`src/design/hsfc_pkg.sv`:
```
package hsfc_pkg;

  // Configuration register indexes and reset values.
  localparam int unsigned CfgIndexW = 2;
  localparam logic [CfgIndexW-1:0] CFG_IDX_POLY = 2'd0;
  localparam logic [CfgIndexW-1:0] CFG_IDX_INIT = 2'd1;
  localparam logic [7:0] CRC_POLY_RESET = 8'h31;
  localparam logic [7:0] CRC_INIT_RESET = 8'hFF;

  // Conversion constants: span and offset in hundredths.
  localparam logic [14:0] TEMP_SPAN   = 15'd17500;
  localparam logic [14:0] TEMP_OFFSET = 15'd4500;
  localparam logic [14:0] HUM_SPAN    = 15'd12500;
  localparam logic [14:0] HUM_OFFSET  = 15'd600;

  // Position of a byte within the six-byte frame.
  typedef enum logic [2:0] {
    POS_TEMP_HI = 3'd0,
    POS_TEMP_LO = 3'd1,
    POS_TEMP_CRC = 3'd2,
    POS_HUM_HI = 3'd3,
    POS_HUM_LO = 3'd4,
    POS_HUM_CRC = 3'd5
  } pos_e;

  // A finished frame handed from the frame tracker to the converter.
  typedef struct packed {
    logic        valid;
    logic        ok;
    logic [15:0] temp_raw;
    logic [15:0] hum_raw;
  } frame_done_t;

  // One CRC-8 byte update, MSB first.
  function automatic logic [7:0] crc_feed(logic [7:0] crc, logic [7:0] data,
                                          logic [7:0] poly);
    logic [7:0] v;
    v = crc ^ data;
    for (int k = 0; k < 8; k++) begin
      if (v[7]) begin
        v = {v[6:0], 1'b0} ^ poly;
      end else begin
        v = {v[6:0], 1'b0};
      end
    end
    return v;
  endfunction

  // floor(raw * span / 65535) - offset, kept to 15 bits. The quotient by
  // 65535 is the high half of the product plus a one-step correction.
  function automatic logic [14:0] scale_offset(logic [15:0] raw, logic [14:0] span,
                                               logic [14:0] offset);
    logic [30:0] prod;
    logic [14:0] quot;
    logic [16:0] rem;
    logic [14:0] q;
    prod = 31'(raw) * 31'(span);
    quot = prod[30:16];
    rem  = 17'(prod[15:0]) + 17'(quot);
    q    = quot + ((rem >= 17'd65535) ? 15'd1 : 15'd0);
    return q - offset;
  endfunction

endpackage

```
`src/design/hsfc_frame_track.sv`:
```
module hsfc_frame_track (
  input  logic                 clk_i,
  input  logic                 rst_ni,
  input  logic                 in_valid_i,
  output logic                 in_ready_o,
  input  logic [7:0]           rx_byte_i,
  input  logic                 frame_start_i,
  input  logic [7:0]           crc_poly_i,
  input  logic [7:0]           crc_init_i,
  input  logic                 out_free_i,
  output hsfc_pkg::frame_done_t done_o,
  output hsfc_pkg::pos_e       pos_o
);
  import hsfc_pkg::*;

  logic        in_valid_q;
  logic [7:0]  rx_q;
  logic        start_q;
  pos_e        pos_q, pos_d, pos_eff;
  logic [7:0]  crc_q, crc_d, crc_next;
  logic [15:0] temp_word_q, temp_word_d;
  logic [7:0]  hum_hi_q, hum_hi_d;
  logic [15:0] hum_word_q, hum_word_d;
  logic        first_good_q, first_good_d;
  logic        fire;

  // Input register byte is handled; the last byte waits for result room.
  assign pos_eff    = start_q ? POS_TEMP_HI : pos_q;
  assign fire       = in_valid_q && ((pos_eff != POS_HUM_CRC) || out_free_i);
  assign in_ready_o = !in_valid_q || fire;

  // Input register.
  always_ff @(posedge clk_i or negedge rst_ni) begin
    if (!rst_ni) begin
      in_valid_q <= 1'b0;
    end else if (in_ready_o) begin
      in_valid_q <= in_valid_i;
    end
  end

  always_ff @(posedge clk_i) begin
    if (in_ready_o && in_valid_i) begin
      rx_q    <= rx_byte_i;
      start_q <= frame_start_i;
    end
  end

  // Frame state update for the byte being handled.
  always_comb begin
    pos_d        = pos_q;
    crc_d        = crc_q;
    temp_word_d  = temp_word_q;
    hum_hi_d     = hum_hi_q;
    hum_word_d   = hum_word_q;
    first_good_d = first_good_q;
    crc_next     = crc_feed((pos_eff == POS_TEMP_HI || pos_eff == POS_HUM_HI) ?
                            crc_init_i : crc_q, rx_q, crc_poly_i);
    if (fire) begin
      unique case (pos_eff)
        POS_TEMP_HI: begin
          crc_d       = crc_next;
          temp_word_d = {rx_q, 8'h00};
          pos_d       = POS_TEMP_LO;
        end
        POS_TEMP_LO: begin
          crc_d       = crc_next;
          temp_word_d = {temp_word_q[15:8], rx_q};
          pos_d       = POS_TEMP_CRC;
        end
        POS_TEMP_CRC: begin
          first_good_d = (crc_q == rx_q);
          pos_d        = POS_HUM_HI;
        end
        POS_HUM_HI: begin
          crc_d    = crc_next;
          hum_hi_d = rx_q;
          pos_d    = POS_HUM_LO;
        end
        POS_HUM_LO: begin
          crc_d      = crc_next;
          hum_word_d = {hum_hi_q, rx_q};
          pos_d      = POS_HUM_CRC;
        end
        POS_HUM_CRC: begin
          pos_d = POS_TEMP_HI;
        end
        default: begin
          pos_d = POS_TEMP_HI;
        end
      endcase
    end
  end

  always_ff @(posedge clk_i or negedge rst_ni) begin
    if (!rst_ni) begin
      pos_q        <= POS_TEMP_HI;
      crc_q        <= CRC_INIT_RESET;
      temp_word_q  <= '0;
      hum_hi_q     <= '0;
      hum_word_q   <= '0;
      first_good_q <= 1'b0;
    end else begin
      pos_q        <= pos_d;
      crc_q        <= crc_d;
      temp_word_q  <= temp_word_d;
      hum_hi_q     <= hum_hi_d;
      hum_word_q   <= hum_word_d;
      first_good_q <= first_good_d;
    end
  end

  // The last byte closes the frame and checks the second CRC.
  assign done_o.valid    = fire && (pos_eff == POS_HUM_CRC);
  assign done_o.ok       = first_good_q && (crc_q == rx_q);
  assign done_o.temp_raw = temp_word_q;
  assign done_o.hum_raw  = hum_word_q;
  assign pos_o           = pos_q;

endmodule

```
`src/design/hsfc_convert.sv`:
```
module hsfc_convert (
  input  logic                  clk_i,
  input  logic                  rst_ni,
  input  hsfc_pkg::frame_done_t done_i,
  output logic                  out_free_o,
  output logic                  out_valid_o,
  input  logic                  out_ready_i,
  output logic signed [14:0]    temperature_centi_o,
  output logic signed [14:0]    humidity_centi_o,
  output logic [15:0]           temperature_raw_o,
  output logic [15:0]           humidity_raw_o,
  output logic                  crc_ok_o
);
  import hsfc_pkg::*;

  logic        out_valid_q;
  logic [14:0] temp_centi_q, hum_centi_q;
  logic [15:0] temp_raw_q, hum_raw_q;
  logic        ok_q;

  assign out_free_o = !out_valid_q || out_ready_i;

  // Result register valid flag.
  always_ff @(posedge clk_i or negedge rst_ni) begin
    if (!rst_ni) begin
      out_valid_q <= 1'b0;
    end else if (done_i.valid) begin
      out_valid_q <= 1'b1;
    end else if (out_ready_i) begin
      out_valid_q <= 1'b0;
    end
  end

  // Scale both words; a failed check zeroes the converted values.
  always_ff @(posedge clk_i) begin
    if (done_i.valid) begin
      temp_centi_q <= done_i.ok ? scale_offset(done_i.temp_raw, TEMP_SPAN, TEMP_OFFSET)
                                : '0;
      hum_centi_q  <= done_i.ok ? scale_offset(done_i.hum_raw, HUM_SPAN, HUM_OFFSET)
                                : '0;
      temp_raw_q   <= done_i.temp_raw;
      hum_raw_q    <= done_i.hum_raw;
      ok_q         <= done_i.ok;
    end
  end

  assign out_valid_o         = out_valid_q;
  assign temperature_centi_o = $signed(temp_centi_q);
  assign humidity_centi_o    = $signed(hum_centi_q);
  assign temperature_raw_o   = temp_raw_q;
  assign humidity_raw_o      = hum_raw_q;
  assign crc_ok_o            = ok_q;

endmodule

```
`src/design/humidity_sensor_frame_check.sv`:
```
// Checks and converts a six-byte temperature/humidity sensor frame, one byte
// per item, and gives one result after the sixth byte. A byte is taken every
// clock cycle while input is not held back: it lands in an input register,
// and from there its CRC step and, for the last byte, the scaling run in one
// pass into the result register. Input is held back only while a finished
// result waits in the result register and the byte in hand would close the
// next frame. Register 0 sets the CRC polynomial and register 1 the initial
// value; writes are taken every cycle and other indexes are ignored.
module humidity_sensor_frame_check (
  input  logic                          clk_i,
  input  logic                          rst_ni,
  input  logic                          cfg_valid_i,
  output logic                          cfg_ready_o,
  input  logic [hsfc_pkg::CfgIndexW-1:0] cfg_index_i,
  input  logic [7:0]                    cfg_data_i,
  input  logic                          in_valid_i,
  output logic                          in_ready_o,
  input  logic [7:0]                    rx_byte_i,
  input  logic                          frame_start_i,
  output logic                          out_valid_o,
  input  logic                          out_ready_i,
  output logic signed [14:0]            temperature_centi_o,
  output logic signed [14:0]            humidity_centi_o,
  output logic [15:0]                   temperature_raw_o,
  output logic [15:0]                   humidity_raw_o,
  output logic                          crc_ok_o
);
  import hsfc_pkg::*;

  logic [7:0]  crc_poly_q, crc_init_q;
  frame_done_t done;
  pos_e        pos;
  logic        out_free;

  // Configuration registers.
  assign cfg_ready_o = 1'b1;

  always_ff @(posedge clk_i or negedge rst_ni) begin
    if (!rst_ni) begin
      crc_poly_q <= CRC_POLY_RESET;
      crc_init_q <= CRC_INIT_RESET;
    end else if (cfg_valid_i) begin
      unique case (cfg_index_i)
        CFG_IDX_POLY: crc_poly_q <= cfg_data_i;
        CFG_IDX_INIT: crc_init_q <= cfg_data_i;
        default: ;
      endcase
    end
  end

  hsfc_frame_track u_frame (
    .clk_i         (clk_i),
    .rst_ni        (rst_ni),
    .in_valid_i    (in_valid_i),
    .in_ready_o    (in_ready_o),
    .rx_byte_i     (rx_byte_i),
    .frame_start_i (frame_start_i),
    .crc_poly_i    (crc_poly_q),
    .crc_init_i    (crc_init_q),
    .out_free_i    (out_free),
    .done_o        (done),
    .pos_o         (pos)
  );

  hsfc_convert u_convert (
    .clk_i               (clk_i),
    .rst_ni              (rst_ni),
    .done_i              (done),
    .out_free_o          (out_free),
    .out_valid_o         (out_valid_o),
    .out_ready_i         (out_ready_i),
    .temperature_centi_o (temperature_centi_o),
    .humidity_centi_o    (humidity_centi_o),
    .temperature_raw_o   (temperature_raw_o),
    .humidity_raw_o      (humidity_raw_o),
    .crc_ok_o            (crc_ok_o)
  );

  // A finished frame never overwrites a result that is still waiting.
  assert property (@(posedge clk_i) disable iff (!rst_ni)
    done.valid |-> (!out_valid_o || out_ready_i))
    else $error("frame result overwrote a pending result");

  // A taken result with no new frame behind it leaves the output empty.
  assert property (@(posedge clk_i) disable iff (!rst_ni)
    (out_valid_o && out_ready_i && !done.valid) |=> !out_valid_o)
    else $error("result delivered twice");

  // A failed check reports zero converted values.
  assert property (@(posedge clk_i) disable iff (!rst_ni)
    (out_valid_o && !crc_ok_o) |-> (temperature_centi_o == 15'sd0 &&
                                    humidity_centi_o == 15'sd0))
    else $error("converted values nonzero on CRC failure");

  // Closing a frame always returns the byte count to the first byte.
  assert property (@(posedge clk_i) disable iff (!rst_ni)
    done.valid |=> (pos == POS_TEMP_HI))
    else $error("byte count not restarted after frame end");

endmodule
```
`config.mk`:
```
export PLATFORM = sky130hd
export DESIGN_NAME = humidity_sensor_frame_check
export DESIGN_NICKNAME = d
export VERILOG_FILES = /design/src/design/hsfc_pkg.sv /design/src/design/hsfc_frame_track.sv /design/src/design/hsfc_convert.sv /design/src/design/humidity_sensor_frame_check.sv
export SDC_FILE = /design/constraint.sdc
export NUM_CORES = 1
export LEC_CHECK = 0
export BUFFER_PORTS_ARGS = -buffer_cell sky130_fd_sc_hd__buf_2
export CAP_MARGIN = 10
export CORE_AREA = 2 2 133 265
export CTS_CLUSTER_SIZE = 10
export DETAILED_ROUTE_END_ITERATION = 6
export DIE_AREA = 0 0 135 267
export GPL_TIMING_DRIVEN = 0
export PLACE_DENSITY_LB_ADDON = 0.3
export RECOVER_POWER = 25
export SLEW_MARGIN = 20
export SYNTH_ARGS = -nofsm -noshare
export SYNTH_HDL_FRONTEND = slang
export SYNTH_SLANG_ARGS = --single-unit
```
`constraint.sdc`:
```
create_clock -name clk_i -period 8.7 [get_ports clk_i]
set_input_delay 1.74 -clock clk_i [delete_from_list [all_inputs] [get_ports clk_i]]
set_output_delay 1.74 -clock clk_i [all_outputs]
set_load 0.01 [all_outputs]
```
==> results of run 1 <==
synth_stat cells (all sizes together) (12+ instances only):
master	n	area, um2
nand2	130	488
nor3b	23	173
and3	18	113
nor2b	14	87.6
nor3	25	125
xnor2	93	822
a31oi	18	113
edfxtp	72	2160
dfstp	19	499
fa	83	1660
nand4	14	87.6
o211ai	19	143
inv	247	927
and2	13	81.3
o21a	12	90.1
ha	238	2980
buf	12	71.3
a21oi	68	340
dfrtp	51	1280
mux2	33	372
nand3	24	120
o21ai	82	410
a21o	24	180
clkbuf	36	135
nor2	75	282
xor2	28	245
layout by cell type, fill, tap and decap left out, types with 10 or more instances in the layout:
cell type,count
sky130_fd_sc_hd__dfrtp_2,16
sky130_fd_sc_hd__mux2_2,33
sky130_fd_sc_hd__nor2_1,75
sky130_fd_sc_hd__o21bai_1,10
sky130_fd_sc_hd__edfxtp_1,72
sky130_fd_sc_hd__and3_1,18
sky130_fd_sc_hd__nand2b_1,11
sky130_fd_sc_hd__nor2b_1,11
sky130_fd_sc_hd__clkbuf_16,18
sky130_fd_sc_hd__a21oi_1,55
sky130_fd_sc_hd__fa_1,82
sky130_fd_sc_hd__inv_1,246
sky130_fd_sc_hd__buf_2,93
sky130_fd_sc_hd__nand3_1,24
sky130_fd_sc_hd__nand4_1,14
sky130_fd_sc_hd__buf_4,51
sky130_fd_sc_hd__and2_1,13
sky130_fd_sc_hd__o21a_1,12
sky130_fd_sc_hd__a211o_1,11
sky130_fd_sc_hd__o21ai_1,19
sky130_fd_sc_hd__o211ai_1,19
sky130_fd_sc_hd__nor3_1,23
sky130_fd_sc_hd__a21o_1,24
sky130_fd_sc_hd__xnor2_1,89
sky130_fd_sc_hd__clkbuf_1,39
sky130_fd_sc_hd__dfstp_2,19
sky130_fd_sc_hd__nor3b_1,22
sky130_fd_sc_hd__dfrtp_1,35
sky130_fd_sc_hd__a21oi_2,12
sky130_fd_sc_hd__a31oi_1,18
sky130_fd_sc_hd__o21ai_0,57
sky130_fd_sc_hd__xor2_1,27
sky130_fd_sc_hd__nand2_1,129
sky130_fd_sc_hd__ha_1,232
cells by family after synthesis:
family	count (synthesis)	share of synthesized area
other	1	0.000243
buffers and inverters	295	0.0734
adder cells (fa/ha/maj)	321	0.301
flip-flops	142	0.255
multiplexers	41	0.0293
XOR/XNOR	123	0.0721
AO/OA/AOI/OAI	319	0.136
AND/OR/NAND/NOR	399	0.134
worst max-delay path, delay by kind of cell, from the launching register on:
| kind | cells | cell delay [ps] |
|---|---|---|
| AOI/OAI and AO/OA | 10 | 1930 |
| xor gates and xnor gates | 3 | 420 |
| adders and majority gates | 8 | 2830 |
| buffers and inverters | 6 | 530 |
| DFF | 1 | 480 |
| and+or+nand+nor | 8 | 2010 |
timing repair:
action | CTS | global route
resized for setup | 38 | 60
pin swaps | 10 | 32
hold endpoints to repair | 0 | 0
setup buffers | 4 | 43
setup endpoints to repair | 18 | 24
cell type report:
class / count / area, um2
clock buffers: 21 / 462
repair buffers: 138 / 863
well taps: 441 / 552
multi-input cells: 1204 / 10700
inverters: 247 / 927
plain buffers: 48 / 206
clock inverters: 11 / 83.8
flip-flops and latches: 142 / 3960
fillers: 3217 / 16300
routing by layer:
metal | track usage | share of wire
met5 | 0 | 0
met1 | 0.210 | 0.33
met3 | 0.0270 | 0.028
met4 | 0.176 | 0.085
met2 | 0.442 | 0.55
worst paths after layout:
path                                                    start                                         endpoint  slack [ps]
max                        u_frame.temp_word_q[2]$_DFFE_PN0P_  u_convert.temperature_centi_o[12]$_SDFFCE_PN0P_         210
min                              u_frame.crc_q[1]$_DFFE_PN1P_                     u_frame.crc_q[1]$_DFFE_PN1P_         490
max reg2reg                u_frame.temp_word_q[2]$_DFFE_PN0P_  u_convert.temperature_centi_o[12]$_SDFFCE_PN0P_         210
min reg2reg                      u_frame.crc_q[1]$_DFFE_PN1P_                     u_frame.crc_q[1]$_DFFE_PN1P_         490
max in group asynchronous                              rst_ni                     u_frame.crc_q[0]$_DFFE_PN1P_        6890
min in group asynchronous                              rst_ni                        crc_poly_q[7]$_DFFE_PN0P_        1190
per-stage QoR:
step                instances  worst slack (ps)   util  cell area, um2  TNS [ps]
floorplan                1641               262      -           15400         0
global placement         2170             -1520  0.482           16400    -15560
detailed placement       2173             -1410  0.484           16500    -14030
CTS                      2209             -31.4  0.505           17200     -31.4
global route             2252              -107  0.521           17800      -362
finish                   2252               213  0.521           17800         0
state kept, by name, indices dropped and copies added (netlist names):
name                           count
crc_init_q                         8
crc_poly_q                         8
u_convert.crc_ok_o                 1
u_convert.humidity_centi_o        15
u_convert.humidity_raw_o          16
u_convert.out_valid_o              1
u_convert.temperature_centi_o     15
u_convert.temperature_raw_o       16
u_frame.crc_q                      8
u_frame.first_good_q               1
u_frame.hum_hi_q                   8
u_frame.hum_word_q                16
u_frame.in_valid_q                 1
u_frame.pos_o                      3
u_frame.rx_q                       8
u_frame.start_q                    1
u_frame.temp_word_q               16
==> impl_metrics.json, run 1 <==
{
  "drt-vias-per-instance": 5.54,
  "die_width_um": 135,
  "worst-r2r-cell-count": 35,
  "finalMaxSlewViolations": 0,
  "dr.pass1.iters": 5,
  "worst_setup_path_start_kind": "flip-flop",
  "synth-async-reset-ratio": 0.493,
  "timing.final.setup_violations": 0,
  "number_of_enable_flip_flop_cells_after_synthesis": 72,
  "critical_path.max_fanout": 7,
  "critical_path.endpoint_type": "flip-flop",
  "timing_hold_violations_final": 0,
  "worst_path_most_repeated_cell": "sky130_fd_sc_hd__inv_1",
  "timing.max_slew.rel_slack": 0.357,
  "grt_antenna_before_repair": 0,
  "whs_path_depth": 2,
  "path_clk_slew_ps": 60,
  "min-delay-path-class": "flip-flop to flip-flop",
  "grt_util_all_layers": 0.229,
  "htree_levels": 4,
  "postRouteWirelength_um": 40700,
  "routed-via-count": 12500,
  "timing.critical_path.required_ps": 8880,
  "clk_latency_ps": 460,
  "synthCells": 1641,
  "tritoncts_num_sinks": 142,
  "post_cts_hold_buffer_count": 0,
  "postRouteAntennaNets": 0,
  "syn-num-nets": 1986,
  "maxCapViolCount": 0,
  "grt_pass1_wl_um": 63100,
  "synth_cell_type_count": 74,
  "routabilityCongestion": 0.976,
  "cpPeakStageDelay_ps": 570,
  "worst_clk_skew_ps": 17.6,
  "synthesis.area_um2": 15400,
  "grt_pass1_vias": 12600,
  "area_growth_syn_to_layout_pct": 15.1,
  "rsz_0062_raised_after_global_routing": "yes",
  "wl_per_cell_um": 18.1,
  "fmax_mhz": 118,
  "ys_seq_elements": 142,
  "effective_utilization_at_floorplan": 0.453,
  "cp_slowest_cell": "sky130_fd_sc_hd__or4_1",
  "cts_tree": "done",
  "number_of_warnings_printed_during_yosys_synthesis": 0,
  "drt_first_iter_violations": 643,
  "detailed_place_hpwl_um": 33000,
  "synth_flop_cell": "sky130_fd_sc_hd__edfxtp_1",
  "clock_tree.buffer_depth": 2,
  "floorplan.core_area_um2": 34100,
  "globalRoute.totalOverflow": 0,
  "synth.avg_cell_area_um2": 9.41,
  "floorplan.die.height_um": 267,
  "drc_errors": 0,
  "number_of_nets_at_the_end_of_the_flow": 2143,
  "period_share": 0.975,
  "ant_diodes": 0,
  "maximum_number_of_pins_on_one_net_before_global_route_repair": 50,
  "crit_type": "flip-flop to flip-flop",
  "io_buffers": 88,
  "dieArea_um2": 36000,
  "worst-slew-pin-transition_ps": 950,
  "fin_crit_ps": 8490,
  "floorplan.rows": 96,
  "holdWs_ps": 491,
  "crit_arrival_ps": 8660,
  "outcome": "finished clean",
  "ys_seq_area_frac": 0.255,
  "design.portCount": 90,
  "post_route_cells_drive_above_1_share": 0.176,
  "cts-buffers-inserted": 17,
  "ctsRootBufferMaster": "sky130_fd_sc_hd__clkbuf_16"
}
Power of run 1 is left out: the tool's default activity adds up to more than one toggle a clock period on the data nets, which glitch-free logic cannot reach.
==> inputs of run 2 (changes only) <==
- PLACE_DENSITY: unset -> 0.73
- PLACE_DENSITY_LB_ADDON: 0.3 -> unset
==> impl_metrics.json, run 2 (same netlist as run 1, synthesis figures left out) <==
{
  "outcome": "finished, violations left",
  "violated_checks": "DRC",
  "timing_hold_violations_final": 0,
  "clk_latency_ps": 460,
  "design.portCount": 90,
  "grt_pass1_vias": 12700,
  "min-delay-path-class": "flip-flop to flip-flop",
  "critical_path.max_fanout": 6,
  "timing.max_slew.rel_slack": 0.293,
  "dieArea_um2": 36000,
  "die_width_um": 135,
  "crit_type": "flip-flop to flip-flop",
  "effective_utilization_at_floorplan": 0.453,
  "tritoncts_num_sinks": 142,
  "fmax_mhz": 119,
  "whs_path_depth": 2,
  "ctsRootBufferMaster": "sky130_fd_sc_hd__clkbuf_16",
  "routabilityCongestion": 0.983,
  "clock_tree.buffer_depth": 2,
  "post_route_cells_drive_above_1_share": 0.175,
  "multiInputGateArea_um2": 10800,
  "floorplan.rows": 96,
  "grt_antenna_before_repair": 0,
  "layout_commonest_cell": "sky130_fd_sc_hd__inv_1",
  "seqCellArea_um2": 3950,
  "postRouteWirelength_um": 40500,
  "layout_common_cells": "sky130_fd_sc_hd__inv_1, sky130_fd_sc_hd__ha_1, sky130_fd_sc_hd__nand2_1, sky130_fd_sc_hd__buf_2, sky130_fd_sc_hd__xnor2_1",
  "drt_first_iter_violations": 582,
  "dr.pass1.iters": 7,
  "floorplan.die.height_um": 267,
  "postRouteAntennaNets": 0,
  "io_buffers": 88,
  "area_growth_syn_to_layout_pct": 15.8,
  "grt_pass1_wl_um": 63300,
  "fillCellCount": 3108,
  "routed-via-count": 12500,
  "stdcell_area_um2": 17900,
  "detailed_place_hpwl_um": 32700,
  "crit_arrival_ps": 8710,
  "ant_diodes": 0,
  "timing.critical_path.required_ps": 9010,
  "wl_per_cell_um": 18.0,
  "globalRoute.totalOverflow": 0,
  "grt_util_all_layers": 0.226,
  "drt-vias-per-instance": 5.53,
  "maximum_number_of_pins_on_one_net_before_global_route_repair": 60,
  "critical_path.endpoint_type": "flip-flop",
  "cts-buffers-inserted": 17,
  "worst_clk_skew_ps": 11.8,
  "htree_levels": 4,
  "cts_tree": "done",
  "number_of_nets_at_the_end_of_the_flow": 2145,
  "worst-slew-pin-transition_ps": 1050,
  "finalMaxSlewViolations": 0,
  "worst_setup_path_start_kind": "flip-flop",
  "cpPeakStageDelay_ps": 550,
  "placement.cell_area_um2": 16500,
  "worst-r2r-cell-count": 36,
  "cp_slowest_cell": "sky130_fd_sc_hd__or4_4",
  "floorplan.core_area_um2": 34100,
  "path_clk_slew_ps": 70,
  "maxCapViolCount": 0,
  "fin_crit_ps": 8390,
  "timing.final.setup_violations": 0,
  "period_share": 0.965,
  "drc_errors": 1
}
## run 2: cell types whose count changed in the layout (fill, tap and decap cells not counted), sizes merged
| cell | before | now |
|---|---|---|
| clkinv | 5 | 3 |
| clkbuf | 57 | 60 |
| clkinvlp | 1 | 0 |
| bufinv | 0 | 2 |
## run 2: per-stage QoR
step	std cells	utilization	hold slack, ps	setup WS, ps	setup TNS [ps]
floorplan	1641	-	457	262	0
global placement	2170	0.482	473	-1440	-14510
detailed placement	2173	0.484	486	-1380	-13700
CTS	2216	0.508	495	1.81	0
global route	2254	0.524	502	-62.7	-190
finish	2254	0.524	489	305	0
## run 2: metal layers
metal | up-vias | track usage | part of all wire
met5 | - | 0 | 0
met4 | 0 | 0.137 | 0.059
met3 | 118 | 0.0294 | 0.027
met2 | 286 | 0.455 | 0.58
met1 | 6045 | 0.208 | 0.34
li1 | 6020 | - | -
## run 2: final timing paths
path | start | to | slack, ps
max | u_frame.temp_word_q[11]$_DFFE_PN0P_ | u_convert.temperature_centi_o[6]$_SDFFCE_PN0P_ | 310
min | u_frame.crc_q[1]$_DFFE_PN1P_ | u_frame.crc_q[1]$_DFFE_PN1P_ | 490
max reg2reg | u_frame.temp_word_q[11]$_DFFE_PN0P_ | u_convert.temperature_centi_o[6]$_SDFFCE_PN0P_ | 310
min reg2reg | u_frame.crc_q[1]$_DFFE_PN1P_ | u_frame.crc_q[1]$_DFFE_PN1P_ | 490
max in group asynchronous | rst_ni | u_frame.crc_q[1]$_DFFE_PN1P_ | 6960
min in group asynchronous | rst_ni | crc_poly_q[6]$_DFFE_PN0P_ | 1130
## run 2: worst max-delay path: cells and delay by family (launching register included)
kind / cells / cell delay [ps]
fa+ha+maj: 9 / 3060
simple gates: 10 / 2310
compound gates: 9 / 1640
flops: 1 / 460
buf+inv: 6 / 440
xor+xnor: 2 / 330
## run 2: cell type report
type                            instances  area share
Tap cell                              441      0.0309
Sequential cell                       142       0.221
Clock inverter                         10     0.00686
Timing Repair Buffer                  140      0.0489
Inverter                              247      0.0518
Buffer                                 48      0.0115
Multi-Input combinational cell       1204       0.601
Clock buffer                           22      0.0278
## run 2: repair_timing
action,in CTS,in global routing
gates cloned,0,0
endpoints found under the hold margin,0,0
setup endpoints to repair,21,23
resized for setup,43,63
setup buffers,11,38
pin swaps,12,35
hold buffers,0,0
Power of run 2 is left out for the same reason.
